[config.mk]
export PLATFORM = sky130hd
export DESIGN_NAME = rgbe_scanline_rle_decoder_core
export DESIGN_NICKNAME = d
export VERILOG_FILES = /design/src/rsrd_pkg.sv /design/src/rsrd_front.sv /design/src/rsrd_queue.sv /design/src/rsrd_back.sv /design/src/rgbe_scanline_rle_decoder_core.sv
export VERILOG_INCLUDE_DIRS = /design/src /design/src/src
export SDC_FILE = /design/constraint.sdc
export NUM_CORES = 1
export LEC_CHECK = 0
export BUFFER_PORTS_ARGS = -buffer_cell sky130_fd_sc_hd__clkbuf_2
export CAP_MARGIN = 40
export CORE_MARGIN = 8
export CORE_UTILIZATION = 57
export CTS_CLUSTER_SIZE = 30
export DETAILED_ROUTE_END_ITERATION = 8
export PLACE_DENSITY = 0.75
export SYNTH_ARGS = -nofsm -noshare
export SYNTH_HDL_FRONTEND = slang
export SYNTH_SLANG_ARGS = --single-unit
export TNS_END_PERCENT = 20
[constraint.sdc]
create_clock -name clk -period 10.2 [get_ports clk]
set_clock_uncertainty 0.2 [all_clocks]
set_input_delay 2.04 -clock clk [delete_from_list [all_inputs] [get_ports clk]]
set_output_delay 2.04 -clock clk [all_outputs]
set_load 0.005 [all_outputs]
[src/assert_macros.svh]
// Assertion helpers shared by the decoder modules.
`ifndef ASSERT_MACROS_SVH
`define ASSERT_MACROS_SVH
`ifndef SYNTHESIS
`define ASSERT_ALWAYS(lbl, clk, rst_n, prop) \
  lbl: assert property (@(posedge clk) disable iff (!rst_n) prop) \
    else $error("assertion failed");
`define ASSERT_NEVER(lbl, clk, rst_n, expr) \
  lbl: assert property (@(posedge clk) disable iff (!rst_n) !(expr)) \
    else $error("forbidden condition seen");
`else
`define ASSERT_ALWAYS(lbl, clk, rst_n, prop)
`define ASSERT_NEVER(lbl, clk, rst_n, expr)
`endif
`endif

[src/rsrd_pkg.sv]
package rsrd_pkg;

  localparam int RES_PER_ENT = 3;
  localparam int QDEPTH      = 2;

  localparam logic [1:0] ERR_NONE     = 2'd0;
  localparam logic [1:0] ERR_WIDTH    = 2'd1;
  localparam logic [1:0] ERR_ZERODUMP = 2'd2;
  localparam logic [1:0] ERR_OVERRUN  = 2'd3;

  // One pixel write command.
  typedef struct packed {
    logic [1:0]  channel;
    logic [15:0] start_x;
    logic [6:0]  fill_count;
    logic [7:0]  value;
    logic        line_done;
    logic [1:0]  error_code;
  } res_t;

  // All writes caused by one input byte; res[0] goes out first.
  typedef struct packed {
    res_t [RES_PER_ENT-1:0] res;
    logic [1:0]             cnt;
  } ent_t;

endpackage

[src/rsrd_front.sv]
`include "assert_macros.svh"
module rsrd_front #(
  parameter int MAX_WIDTH = 65535
) (
  input  logic             clk,
  input  logic             rst_n,
  input  logic             in_valid,
  output logic             in_ready,
  input  logic [7:0]       in_data_byte,
  input  logic             cfg_valid,
  output logic             cfg_ready,
  input  logic [15:0]      cfg_line_width,
  input  logic             q_full,
  output logic             push,
  output rsrd_pkg::ent_t   ent
);

  localparam logic [2:0] PH_START = 3'd0;
  localparam logic [2:0] PH_PRE1  = 3'd1;
  localparam logic [2:0] PH_PRE2  = 3'd2;
  localparam logic [2:0] PH_PRE3  = 3'd3;
  localparam logic [2:0] PH_COUNT = 3'd4;
  localparam logic [2:0] PH_DATA  = 3'd5;
  localparam logic [2:0] PH_FLAT  = 3'd6;

  localparam logic [15:0] MAX_W  = 16'(MAX_WIDTH);
  localparam logic [7:0]  MARK   = 8'd2;
  localparam logic [7:0]  RUN_TH = 8'd128;

  typedef struct packed {
    logic [1:0]  ch;
    logic [15:0] col;
    logic        done;
  } pos_t;

  function automatic pos_t flat_next(input logic [1:0] ch, input logic [15:0] col,
                                     input logic [15:0] w);
    pos_t p;
    p.done = (ch == 2'd3) && (({1'b0, col} + 17'd1) >= {1'b0, w});
    if (p.done) begin
      p.ch  = 2'd0;
      p.col = 16'd0;
    end else if (ch == 2'd3) begin
      p.ch  = 2'd0;
      p.col = col + 16'd1;
    end else begin
      p.ch  = ch + 2'd1;
      p.col = col;
    end
    return p;
  endfunction

  function automatic rsrd_pkg::res_t mk_res(input logic [1:0] ch, input logic [15:0] col,
                                            input logic [6:0] cnt, input logic [7:0] val,
                                            input logic done, input logic [1:0] err);
    rsrd_pkg::res_t r;
    r.channel    = ch;
    r.start_x    = col;
    r.fill_count = cnt;
    r.value      = val;
    r.line_done  = done;
    r.error_code = err;
    return r;
  endfunction

  logic [15:0] eff_w_r, eff_w_nxt;
  logic [2:0]  phase_r, phase_nxt;
  logic [7:0]  hi_r, hi_nxt;
  logic [1:0]  ch_r, ch_nxt;
  logic [15:0] col_r, col_nxt;
  logic [6:0]  pending_r, pending_nxt;
  logic        in_run_r, in_run_nxt;
  logic        locked_r, locked_nxt;

  logic        accept;
  pos_t        f1, f2, f3;
  logic [6:0]  rle_n;
  logic [16:0] rle_sum;
  logic        chan_end;
  logic [7:0]  cnt8;
  logic        over;
  rsrd_pkg::res_t fail_w, fail_z, fail_o;

  assign cfg_ready = 1'b1;
  assign in_ready  = !q_full;
  assign accept    = in_valid && in_ready;

  always_comb begin
    if (cfg_line_width == 16'd0) begin
      eff_w_nxt = 16'd1;
    end else if (cfg_line_width > MAX_W) begin
      eff_w_nxt = MAX_W;
    end else begin
      eff_w_nxt = cfg_line_width;
    end
  end

  assign f1 = flat_next(ch_r, col_r, eff_w_r);
  assign f2 = flat_next(f1.ch, f1.col, eff_w_r);
  assign f3 = flat_next(f2.ch, f2.col, eff_w_r);

  assign rle_n    = in_run_r ? (pending_r + 7'd1) : 7'd1;
  assign rle_sum  = {1'b0, col_r} + 17'(rle_n);
  assign chan_end = rle_sum >= {1'b0, eff_w_r};

  assign cnt8 = (in_data_byte > RUN_TH) ? (in_data_byte - RUN_TH) : in_data_byte;
  assign over = ({1'b0, col_r} + 17'(cnt8)) > {1'b0, eff_w_r};

  assign fail_w = mk_res(2'd0, 16'd0, 7'd0, 8'd0, 1'b0, rsrd_pkg::ERR_WIDTH);
  assign fail_z = mk_res(2'd0, 16'd0, 7'd0, 8'd0, 1'b0, rsrd_pkg::ERR_ZERODUMP);
  assign fail_o = mk_res(2'd0, 16'd0, 7'd0, 8'd0, 1'b0, rsrd_pkg::ERR_OVERRUN);

  always_comb begin
    phase_nxt   = phase_r;
    hi_nxt      = hi_r;
    ch_nxt      = ch_r;
    col_nxt     = col_r;
    pending_nxt = pending_r;
    in_run_nxt  = in_run_r;
    locked_nxt  = locked_r;
    ent         = '0;
    if (accept && !locked_r) begin
      case (phase_r)
        PH_PRE1: begin
          if (in_data_byte == MARK) begin
            phase_nxt = PH_PRE2;
          end else begin
            // replay the held marker, then this byte
            ent.res[0] = mk_res(ch_r, col_r, 7'd1, MARK, f1.done, rsrd_pkg::ERR_NONE);
            ent.res[1] = mk_res(f1.ch, f1.col, 7'd1, in_data_byte, f2.done,
                                rsrd_pkg::ERR_NONE);
            ent.cnt    = 2'd2;
            ch_nxt     = f2.ch;
            col_nxt    = f2.col;
            phase_nxt  = f2.done ? PH_START : PH_FLAT;
          end
        end
        PH_PRE2: begin
          if (!in_data_byte[7]) begin
            hi_nxt    = in_data_byte;
            phase_nxt = PH_PRE3;
          end else begin
            ent.res[0] = mk_res(ch_r, col_r, 7'd1, MARK, f1.done, rsrd_pkg::ERR_NONE);
            ent.res[1] = mk_res(f1.ch, f1.col, 7'd1, MARK, f2.done, rsrd_pkg::ERR_NONE);
            ent.res[2] = mk_res(f2.ch, f2.col, 7'd1, in_data_byte, f3.done,
                                rsrd_pkg::ERR_NONE);
            ent.cnt    = 2'd3;
            ch_nxt     = f3.ch;
            col_nxt    = f3.col;
            phase_nxt  = f3.done ? PH_START : PH_FLAT;
          end
        end
        PH_PRE3: begin
          if ({hi_r, in_data_byte} != eff_w_r) begin
            ent.res[0] = fail_w;
            ent.cnt    = 2'd1;
            locked_nxt = 1'b1;
          end else begin
            ch_nxt    = 2'd0;
            col_nxt   = 16'd0;
            phase_nxt = PH_COUNT;
          end
        end
        PH_COUNT: begin
          in_run_nxt = in_data_byte > RUN_TH;
          if (cnt8 == 8'd0) begin
            ent.res[0] = fail_z;
            ent.cnt    = 2'd1;
            locked_nxt = 1'b1;
          end else if (over) begin
            ent.res[0] = fail_o;
            ent.cnt    = 2'd1;
            locked_nxt = 1'b1;
          end else begin
            pending_nxt = 7'(cnt8 - 8'd1);
            phase_nxt   = PH_DATA;
          end
        end
        PH_DATA: begin
          ent.res[0] = mk_res(ch_r, col_r, rle_n, in_data_byte,
                              chan_end && (ch_r == 2'd3), rsrd_pkg::ERR_NONE);
          ent.cnt    = 2'd1;
          if (chan_end) begin
            // channel complete: drop any dump bytes still due
            col_nxt   = 16'd0;
            ch_nxt    = ch_r + 2'd1;
            phase_nxt = (ch_r == 2'd3) ? PH_START : PH_COUNT;
          end else begin
            col_nxt = rle_sum[15:0];
            if (in_run_r || (pending_r == 7'd0)) begin
              phase_nxt = PH_COUNT;
            end else begin
              pending_nxt = pending_r - 7'd1;
            end
          end
        end
        PH_FLAT: begin
          ent.res[0] = mk_res(ch_r, col_r, 7'd1, in_data_byte, f1.done, rsrd_pkg::ERR_NONE);
          ent.cnt    = 2'd1;
          ch_nxt     = f1.ch;
          col_nxt    = f1.col;
          phase_nxt  = f1.done ? PH_START : PH_FLAT;
        end
        default: begin
          if ((eff_w_r >= 16'd8) && (eff_w_r < 16'd32768) && (in_data_byte == MARK)) begin
            phase_nxt = PH_PRE1;
          end else begin
            ent.res[0] = mk_res(ch_r, col_r, 7'd1, in_data_byte, f1.done,
                                rsrd_pkg::ERR_NONE);
            ent.cnt    = 2'd1;
            ch_nxt     = f1.ch;
            col_nxt    = f1.col;
            phase_nxt  = f1.done ? PH_START : PH_FLAT;
          end
        end
      endcase
    end
  end

  assign push = ent.cnt != 2'd0;

  always_ff @(posedge clk) begin
    if (!rst_n) begin
      eff_w_r   <= 16'd8;
      phase_r   <= PH_START;
      hi_r      <= 8'd0;
      ch_r      <= 2'd0;
      col_r     <= 16'd0;
      pending_r <= 7'd0;
      in_run_r  <= 1'b0;
      locked_r  <= 1'b0;
    end else begin
      if (cfg_valid && cfg_ready) begin
        eff_w_r <= eff_w_nxt;
      end
      phase_r   <= phase_nxt;
      hi_r      <= hi_nxt;
      ch_r      <= ch_nxt;
      col_r     <= col_nxt;
      pending_r <= pending_nxt;
      in_run_r  <= in_run_nxt;
      locked_r  <= locked_nxt;
    end
  end

  `ASSERT_ALWAYS(a_lock_sticky, clk, rst_n, locked_r |=> locked_r)
  `ASSERT_ALWAYS(a_error_alone, clk, rst_n, (push && (ent.res[0].error_code != rsrd_pkg::ERR_NONE)) |-> (ent.cnt == 2'd1))

endmodule

[src/rsrd_queue.sv]
`include "assert_macros.svh"
module rsrd_queue (
  input  logic           clk,
  input  logic           rst_n,
  input  logic           push,
  input  rsrd_pkg::ent_t wr_ent,
  output logic           full,
  input  logic           pop,
  output logic           empty,
  output rsrd_pkg::ent_t head
);

  localparam int PTR_W = (rsrd_pkg::QDEPTH > 1) ? $clog2(rsrd_pkg::QDEPTH) : 1;
  localparam int CNT_W = $clog2(rsrd_pkg::QDEPTH + 1);
  localparam logic [PTR_W-1:0] PTR_LAST = PTR_W'(rsrd_pkg::QDEPTH - 1);
  localparam logic [CNT_W-1:0] CNT_FULL = CNT_W'(rsrd_pkg::QDEPTH);

  rsrd_pkg::ent_t     mem_r [rsrd_pkg::QDEPTH];
  logic [PTR_W-1:0]   wr_ptr_r, wr_ptr_nxt;
  logic [PTR_W-1:0]   rd_ptr_r, rd_ptr_nxt;
  logic [CNT_W-1:0]   cnt_r, cnt_nxt;

  assign full  = cnt_r == CNT_FULL;
  assign empty = cnt_r == '0;
  assign head  = mem_r[rd_ptr_r];

  always_comb begin
    wr_ptr_nxt = wr_ptr_r;
    rd_ptr_nxt = rd_ptr_r;
    cnt_nxt    = cnt_r;
    if (push) begin
      wr_ptr_nxt = (wr_ptr_r == PTR_LAST) ? '0 : wr_ptr_r + 1'b1;
    end
    if (pop) begin
      rd_ptr_nxt = (rd_ptr_r == PTR_LAST) ? '0 : rd_ptr_r + 1'b1;
    end
    if (push && !pop) begin
      cnt_nxt = cnt_r + 1'b1;
    end else if (pop && !push) begin
      cnt_nxt = cnt_r - 1'b1;
    end
  end

  always_ff @(posedge clk) begin
    if (push) begin
      mem_r[wr_ptr_r] <= wr_ent;
    end
  end

  always_ff @(posedge clk) begin
    if (!rst_n) begin
      wr_ptr_r <= '0;
      rd_ptr_r <= '0;
      cnt_r    <= '0;
    end else begin
      wr_ptr_r <= wr_ptr_nxt;
      rd_ptr_r <= rd_ptr_nxt;
      cnt_r    <= cnt_nxt;
    end
  end

  `ASSERT_NEVER(a_no_overflow, clk, rst_n, push && full)
  `ASSERT_NEVER(a_no_underflow, clk, rst_n, pop && empty)

endmodule

[src/rsrd_back.sv]
`include "assert_macros.svh"
module rsrd_back (
  input  logic           clk,
  input  logic           rst_n,
  input  logic           q_empty,
  input  rsrd_pkg::ent_t head,
  output logic           pop,
  output logic           out_valid,
  input  logic           out_ready,
  output logic [1:0]     out_channel,
  output logic [15:0]    out_start_x,
  output logic [6:0]     out_fill_count,
  output logic [7:0]     out_value,
  output logic           out_line_done,
  output logic [1:0]     out_error_code,
  output logic           out_last
);

  logic [1:0]     sub_r, sub_nxt;
  logic           out_valid_r;
  rsrd_pkg::res_t res_r;
  logic           last_r;
  logic           load;
  logic           is_last;

  assign load    = (!out_valid_r || out_ready) && !q_empty;
  assign is_last = sub_r == (head.cnt - 2'd1);
  assign pop     = load && is_last;
  assign sub_nxt = pop ? 2'd0 : (load ? sub_r + 2'd1 : sub_r);

  always_ff @(posedge clk) begin
    if (!rst_n) begin
      out_valid_r <= 1'b0;
      sub_r       <= 2'd0;
    end else begin
      sub_r <= sub_nxt;
      if (load) begin
        out_valid_r <= 1'b1;
      end else if (out_ready) begin
        out_valid_r <= 1'b0;
      end
    end
  end

  always_ff @(posedge clk) begin
    if (load) begin
      res_r  <= head.res[sub_r];
      last_r <= is_last;
    end
  end

  assign out_valid      = out_valid_r;
  assign out_channel    = res_r.channel;
  assign out_start_x    = res_r.start_x;
  assign out_fill_count = res_r.fill_count;
  assign out_value      = res_r.value;
  assign out_line_done  = res_r.line_done;
  assign out_error_code = res_r.error_code;
  assign out_last       = last_r;

  `ASSERT_ALWAYS(a_head_nonempty, clk, rst_n, !q_empty |-> ((head.cnt != 2'd0) && (sub_r < head.cnt)))

endmodule

[src/rgbe_scanline_rle_decoder_core.sv]
// RGBE scanline decoder for the new-style run-length scheme. Feed the encoded
// scanline stream one byte per transaction on in_*; each byte yields zero to
// three pixel write commands on out_* (channel, start column, column count,
// byte value), with out_last marking the final write of that byte and
// out_line_done the write that completes a scanline. A line is decoded as
// runs and dumps per channel when the width is 8..32767 and it opens with
// 2,2,hi,lo; otherwise bytes are placed flat, and a failed prefix replays its
// held bytes as flat data. cfg_line_width sets the pixels per line (zero acts
// as one, larger than MAX_WIDTH is clipped); write it only while the block is
// idle. A width mismatch, a zero dump count or an overrun gives one write
// with a nonzero out_error_code and then every byte is swallowed until reset.
// Rate: the classifier takes one byte per cycle unless the queue is full;
// the output register issues one write per cycle when out_ready allows and
// the queue holds data; a two-entry queue between them absorbs the bytes
// that cause more than one write. No clearing pass is needed after reset.
module rgbe_scanline_rle_decoder_core #(
  parameter int MAX_WIDTH = 65535
) (
  input  logic        clk,
  input  logic        rst_n,
  input  logic        in_valid,
  output logic        in_ready,
  input  logic [7:0]  in_data_byte,
  input  logic        cfg_valid,
  output logic        cfg_ready,
  input  logic [15:0] cfg_line_width,
  output logic        out_valid,
  input  logic        out_ready,
  output logic [1:0]  out_channel,
  output logic [15:0] out_start_x,
  output logic [6:0]  out_fill_count,
  output logic [7:0]  out_value,
  output logic        out_line_done,
  output logic [1:0]  out_error_code,
  output logic        out_last
);

  logic           q_full;
  logic           q_empty;
  logic           push;
  logic           pop;
  rsrd_pkg::ent_t wr_ent;
  rsrd_pkg::ent_t head;

  // Classify each byte and build its write commands.
  rsrd_front #(
    .MAX_WIDTH(MAX_WIDTH)
  ) u_front (
    .clk           (clk),
    .rst_n         (rst_n),
    .in_valid      (in_valid),
    .in_ready      (in_ready),
    .in_data_byte  (in_data_byte),
    .cfg_valid     (cfg_valid),
    .cfg_ready     (cfg_ready),
    .cfg_line_width(cfg_line_width),
    .q_full        (q_full),
    .push          (push),
    .ent           (wr_ent)
  );

  // Hold command groups so either side can stall on its own.
  rsrd_queue u_queue (
    .clk   (clk),
    .rst_n (rst_n),
    .push  (push),
    .wr_ent(wr_ent),
    .full  (q_full),
    .pop   (pop),
    .empty (q_empty),
    .head  (head)
  );

  // Issue the writes of each group, one per transaction.
  rsrd_back u_back (
    .clk           (clk),
    .rst_n         (rst_n),
    .q_empty       (q_empty),
    .head          (head),
    .pop           (pop),
    .out_valid     (out_valid),
    .out_ready     (out_ready),
    .out_channel   (out_channel),
    .out_start_x   (out_start_x),
    .out_fill_count(out_fill_count),
    .out_value     (out_value),
    .out_line_done (out_line_done),
    .out_error_code(out_error_code),
    .out_last      (out_last)
  );

endmodule
==> flow_summary_export.csv, run 1 <==
group,metric,value,unit
final_layout,nets,1889,
critical_path,required,10.44,ns
global_route,antenna_found_initial,3,
timing,finalSetupTns,0,ns
yosys,ys_ff_latch,284,
timing,period_needed,9.65,ns
timing,hold_ws,0.292,ns
routing,drc_errors,0,
final_layout,mostFrequentLayoutCells,"223 x edfxtp_1, 144 x nor2_1, 104 x ha_1",
routing,routedWlPerCell,25.7,µm
place,place_hpwl,41200,µm
hold_path,hold_start,"u_front.locked_r",
critical_path,r2r_start,"u_front.col_r[1]",
critical_path,critPathLaunchType,"flip-flop",
final_layout,final_common_cell,"edfxtp_1",
global_route,grt_overflow,0,
critical_path,r2r_slack,0.55,ns
final_layout,final_util,0.648,
floorplan,die_y,192,µm
cts,clock_latency,0.56,ns
run_status,status,"finished, final reports clean",
place,finalWeightedCongestion,1.06,
timing,setup_viol,0,
yosys,synth_edf_count,223,
cts,cts.hold.buffers_added,0,
timing,final-max-slew-violation-count,0,
floorplan,die_x,192,µm
power,peakVddDrop,0.000173,V
global_route,grt_usage,0.298,
yosys,synth_top_family_by_area,"simple AND/OR/NAND/NOR gates",
yosys,syn-cell-area,17700,µm²
yosys,synthXorXnorAreaFrac,0.0522,
final_layout,drive_above_1_share,0.166,
power,powerDensity,302,nW/µm²
yosys,ys.flop_type,"edfxtp_1",
routing,vias,14200,
hold_path,min_delay_path_depth,2,
yosys,ys_warn_count,0,
hold_path,min_path_type,"flip-flop to flip-flop",
critical_path,cpPeakStageDelay,0.45,ns
yosys,synth.avg_cell_area,10.6,µm²
timing,tightest_slew,1.02,ns
yosys,synthArstFlopShare,0,
cts,clockRootBuffer,"clkbuf_16",
yosys,synth_nets,1810,
place,place_ws,-0.187,ns
floorplan,initial_utilization,0.580,
routing,avgViaCountPerCell,6.52,
critical_path,endpoint_kind,"flip-flop",
yosys,synth_fa_ha_area_frac,0.0764,
routing,dr.pass1.iters,6,
timing,fin_crit_sh,0.946,
yosys,synthSimpleGateAreaFrac,0.160,
yosys,yosysUniqueCellTypes,109,
timing,timing.max_slew.rel_slack,0.313,
critical_path,criticalPathCategory,"flip-flop to flip-flop",
global_route,grt_pass1_vias,13800,
cts,clock-sinks,284,
global_route,grtUsageMet3,0.0613,
critical_path,cp_slowest_cell,"a2111oi_1",
yosys,syn_inst,1674,
final_layout,syn_to_final_growth,11.8,%
run,cap_viol_max_count,0,
critical_path,critPathMaxFanout,9,
timing,hold_viol_final,0,
cts,htreeDepth,1,
hold_path,hold_end,"u_front.locked_r",
place,portBuffers,67,
cts,cts_made_buffers,28,
timing,rsz0062_at_grt,"no",
global_route,grt_pass1_wl,83300,µm
floorplan,core-area,30600,µm²
critical_path,reg2reg_depth,44,
routing,first_iter_violations,1540,
global_route,top_usage_layer,"met2",
cts,clkTransAtPathRegs,0.06,ns
power,p_leak,7.66,nW
final_layout,stdcell_area,19800,µm²
floorplan,std_cell_rows,64,
floorplan,ios,69,
critical_path,cp_data_arrival_time,9.88,ns
yosys,synthMuxAreaShare,0.0749,
yosys,synth_compound_gate_area_share,0.146,
global_route,grtUsageMet1,0.409,
routing,routed_wl,55700,µm
yosys,ys_seq_area_frac,0.447,
global_route,grt_max_degree,85,
critical_path,worst_path_most_repeated_cell,"ha_1",
critical_path,r2r-end,"u_front.col_r[2]",
timing,max_freq,104,MHz
timing,finalWorstSetupSlack,0.553,ns
floorplan,dieArea,37000,µm²
global_route,use_met2,0.455,
routing,ant_nets,0,
cts,clockBufferDepth,3,
cts,tritoncts,"done",
place,place_area,18800,µm²
[worst max-delay path, delay by kind of cell, from the launching register on]
kind                     cells  cell delay (ns)
adder cells (fa/ha/maj)      5             1.23
AND/OR/NAND/NOR             18             3.18
buffers and inverters        4             0.45
AO/OA/AOI/OAI               14             3.61
flip-flops                   1             0.35
XOR/XNOR                     3             0.50
[per-layer routing]
metal	share of wire	up-vias
li1	-	6405
met1	0.42	6916
met2	0.44	699
met3	0.092	148
met4	0.044	0
met5	0	-
[metrics by stage]
step	instances	total power [mW]
floorplan	1674	3.89
global placement	2108	4.78
detailed placement	2114	4.86
CTS	2164	5.85
global route	2169	6.30
finish	2173	5.98
[registers in the layout, summed over array words and instances, names as in the netlist, 3 cells and up, named ones only]
signal,flops
u_front.phase_r,3
u_front.hi_r,7
u_back.out_value,8
u_front.pending_r,7
u_front.col_r,16
u_queue.mem_r,186
u_back.out_start_x,16
u_back.out_fill_count,7
u_front.eff_w_r,16
[power by group]
group          switching [mW]  leakage, nW  internal (mW)  total, mW
Combinational            1.91         4.58           1.18       3.09
Clock                   0.432        0.416          0.547      0.978
Sequential              0.189         2.67           1.72       1.91
Total                    2.53         7.66           3.45       5.98
[what timing repair did]
action | in CTS | in global routing
setup endpoints to repair | 9 | 20
gates resized for setup | 2 | 20
buffers inserted | 0 | 4
hold endpoints to repair | 0 | 0
pin swaps | 0 | 6
gates cloned | 0 | 0
[logic make-up (layout without fill, tap and decap cells)]
group | Yosys count | after routing
adder cells (fa/ha/maj) | 107 | 107
multiplexers | 97 | 97
buffers and inverters | 190 | 289
AND/OR/NAND/NOR | 524 | 524
flip-flops | 284 | 284
AO/OA/AOI/OAI | 367 | 367
other | 1 | 5
XOR/XNOR | 104 | 104
[layout make-up]
| type | count | area [µm²] |
|---|---|---|
| flip-flops and latches | 284 | 7920 |
| multi-input cells | 1200 | 9190 |
| well taps | 396 | 495 |
| fillers | 2462 | 10800 |
| repair buffers | 148 | 1000 |
| diodes | 4 | 10.0 |
| clock buffers | 39 | 762 |
| clock inverters | 11 | 104 |
| inverters | 91 | 342 |
[synthesized netlist by cell type (18+ instances only)]
library cell | instances | share of area
nand2_1 | 92 | 0.019
o21ai_0 | 62 | 0.018
a21oi_1 | 82 | 0.023
nand4_1 | 28 | 0.0099
inv_1 | 88 | 0.019
nand3_1 | 29 | 0.0082
o21a_1 | 20 | 0.0085
xnor2_1 | 52 | 0.026
and3_1 | 25 | 0.0088
a21o_1 | 18 | 0.0076
nor3_1 | 32 | 0.0090
nor2_1 | 146 | 0.031
clkbuf_1 | 63 | 0.013
dfxtp_1 | 61 | 0.069
ha_1 | 105 | 0.074
o211ai_1 | 21 | 0.0089
edfxtp_1 | 223 | 0.38
mux4_2 | 28 | 0.036
nor4_1 | 20 | 0.0071
xor2_1 | 50 | 0.025
and2_1 | 45 | 0.016
o22ai_1 | 34 | 0.012
mux2i_1 | 66 | 0.037
[worst max-delay path by stage]
stage	from	to	slack [ns]	cells past startpoint
after global routing	u_front.col_r[0]	u_front.col_r[7]	0.07	44
after floorplan	u_front.col_r[1]	u_front.col_r[12]	0.05	46
final	u_front.col_r[1]	u_front.col_r[2]	0.55	44
after CTS	u_front.col_r[0]	u_front.col_r[5]	0.08	43
after global placement	u_front.col_r[0]	u_front.col_r[7]	0.31	42
after detailed placement	u_front.col_r[0]	u_front.col_r[7]	-0.19	43
Note: power is estimated with default switching activity, not from simulation.
==> inputs of run 2 (changes only) <==
Settings changed: BUFFER_PORTS_ARGS -buffer_cell sky130_fd_sc_hd__clkbuf_2 to -buffer_cell sky130_fd_sc_hd__buf_2.
==> run 2 against run 1 <==
First-iteration DRC count increased by 11%. Largest power group unchanged. Via count grew 0.28%. Register-to-register slack got worse by 0.12 ns.
==> flow_summary_export.csv, run 2 (synthesis results as in run 1) <==
group,metric,value,unit
routing,first_iter_violations,1704,
critical_path,cpPeakStageDelay,0.41,ns
global_route,grt_max_degree,79,
routing,routedWlPerCell,25.8,µm
hold_path,hold_start,"u_front.locked_r",
final_layout,largest_reg_flops,186,
critical_path,criticalPathCategory,"flip-flop to flip-flop",
global_route,grt_usage,0.303,
global_route,grt_overflow,0,
power,p_leak,7.78,nW
floorplan,ios,69,
floorplan,die_y,192,µm
critical_path,required,10.42,ns
timing,period_needed,9.76,ns
timing,hold_ws,0.281,ns
power,share_comb_of_total_power,0.509,
hold_path,min_delay_path_depth,2,
global_route,grt_pass1_vias,13900,
timing,fin_crit_sh,0.957,
cts,clkTransAtPathRegs,0.07,ns
cts,cts_made_buffers,30,
routing,dr.pass1.iters,5,
critical_path,cp_data_arrival_time,9.98,ns
timing,hold_viol_final,0,
timing,max_freq,102,MHz
place,place_hpwl,42000,µm
cts,clock_latency,0.59,ns
hold_path,min_path_type,"flip-flop to flip-flop",
timing,setup_viol,0,
power,powerDensity,304,nW/µm²
critical_path,endpoint_kind,"flip-flop",
power,seq_power_share,0.315,
floorplan,std_cell_rows,64,
run_status,status,"finished, final reports clean",
power,clockPowerShare,0.176,
final_layout,syn_to_final_growth,12.9,%
global_route,antenna_found_initial,1,
final_layout,nets,1901,
timing,final-max-slew-violation-count,0,
global_route,grt_pass1_wl,84600,µm
final_layout,drive_above_1_share,0.177,
final_layout,mostFrequentLayoutCells,"223 x edfxtp_1, 143 x nor2_1, 104 x ha_1",
routing,ant_nets,0,
final_layout,final_common_cell,"edfxtp_1",
place,place_area,18900,µm²
final_layout,top_register,"u_queue.mem_r",
floorplan,die_x,192,µm
floorplan,core-area,30600,µm²
hold_path,hold_end,"u_front.locked_r",
final_layout,diodes,0,
critical_path,r2r_start,"u_front.col_r[1]",
critical_path,r2r-end,"u_front.col_r[9]",
floorplan,initial_utilization,0.580,
floorplan,dieArea,37000,µm²
critical_path,worst_path_most_repeated_cell,"ha_1",
timing,timing.max_slew.rel_slack,0.455,
critical_path,reg2reg_depth,47,
final_layout,stdcell_area,20000,µm²
routing,routed_wl,56500,µm
run,cap_viol_max_count,0,
place,portBuffers,67,
place,place_inst,2121,
routing,drc_errors,0,
place,finalWeightedCongestion,1.05,
routing,avgViaCountPerCell,6.50,
routing,vias,14200,
cts,clock-sinks,284,
critical_path,r2r_slack,0.44,ns
critical_path,critPathLaunchType,"flip-flop",
power,p_int,3.50,mW
cts,htreeDepth,1,
critical_path,critPathMaxFanout,13,
power,power,6.08,mW
timing,tightest_slew,0.816,ns
cts,clockBufferDepth,3,
power,switching_share,0.425,
final_layout,instances_no_fill,2185,
timing,finalSetupTns,0,ns
critical_path,cp_slowest_cell,"nor4_2",
power,peakVddDrop,0.000189,V
power,p_sw,2.58,mW
cts,tritoncts,"done",
cts,clockRootBuffer,"clkbuf_16",
## run 2: cell count changes in the layout (fill, tap and decap cells not counted), sizes merged
cell	delta
diode	-4
inv	+2
bufinv	+1
clkinvlp	+2
buf	+77
clkbuf	-66
## run 2: power by group through the flow
stage          clock network (mW)  registers (mW)  logic [mW]
4_1_cts                      1.08            1.91        2.97
5_1_grt                      1.13            1.95        3.33
3_5_place_dp                    0            1.93        2.94
3_3_place_gp                    0            1.91        2.89
2_1_floorplan                   0            1.88        2.00
6_report                     1.07            1.92        3.09
## run 2: through the flow
stage | setup slack [ns] | utilization
after floorplan | 0.0502 | -
after global placement | 0.328 | 0.613
after detailed placement | 0.114 | 0.616
after CTS | 0.136 | 0.648
after global routing | -0.185 | 0.654
final | 0.438 | 0.654
## run 2: repair_timing
item	4_1_cts	5_1_grt
cloned	0	0
hold buffers	0	0
setup endpoints to repair	1	20
setup buffers	0	8
pin swaps	0	6
gates resized for setup	2	27
## run 2: per-layer routing
metal  track usage  vias up  part of all wire
met3        0.0604      145             0.094
met5        0.0110        -           0.00080
li1              -     6436                 -
met1         0.412     6924              0.42
met2         0.465      701              0.44
met4         0.131        2             0.045
## run 2: worst max-delay path, delay by kind of cell (launching register included)
family / cells / cell delay [ns]
adders and majority gates: 6 / 1.46
xor gates and xnor gates: 3 / 0.47
AOI/OAI and AO/OA: 17 / 3.39
DFF: 1 / 0.36
and+or+nand+nor: 15 / 2.91
buffers and inverters: 6 / 0.76
## run 2: layout make-up
type	count	area, µm²
Clock inverter	16	178
Fill cell	2408	10600
Multi-Input combinational cell	1200	9210
Inverter	91	342
Timing Repair Buffer	158	1080
Clock buffer	40	788
Sequential cell	284	7930
Tap cell	396	495
## run 2: worst max path at each step
stage	cells past startpoint	slack [ns]	endpoint	from
after global routing	48	-0.19	u_front.col_r[4]	u_front.col_r[0]
after detailed placement	41	0.11	u_front.col_r[9]	u_front.col_r[2]
after floorplan	46	0.05	u_front.col_r[12]	u_front.col_r[1]
final	47	0.44	u_front.col_r[9]	u_front.col_r[1]
after global placement	41	0.33	u_front.col_r[9]	u_front.col_r[2]
after CTS	45	0.14	u_front.col_r[9]	u_front.col_r[1]
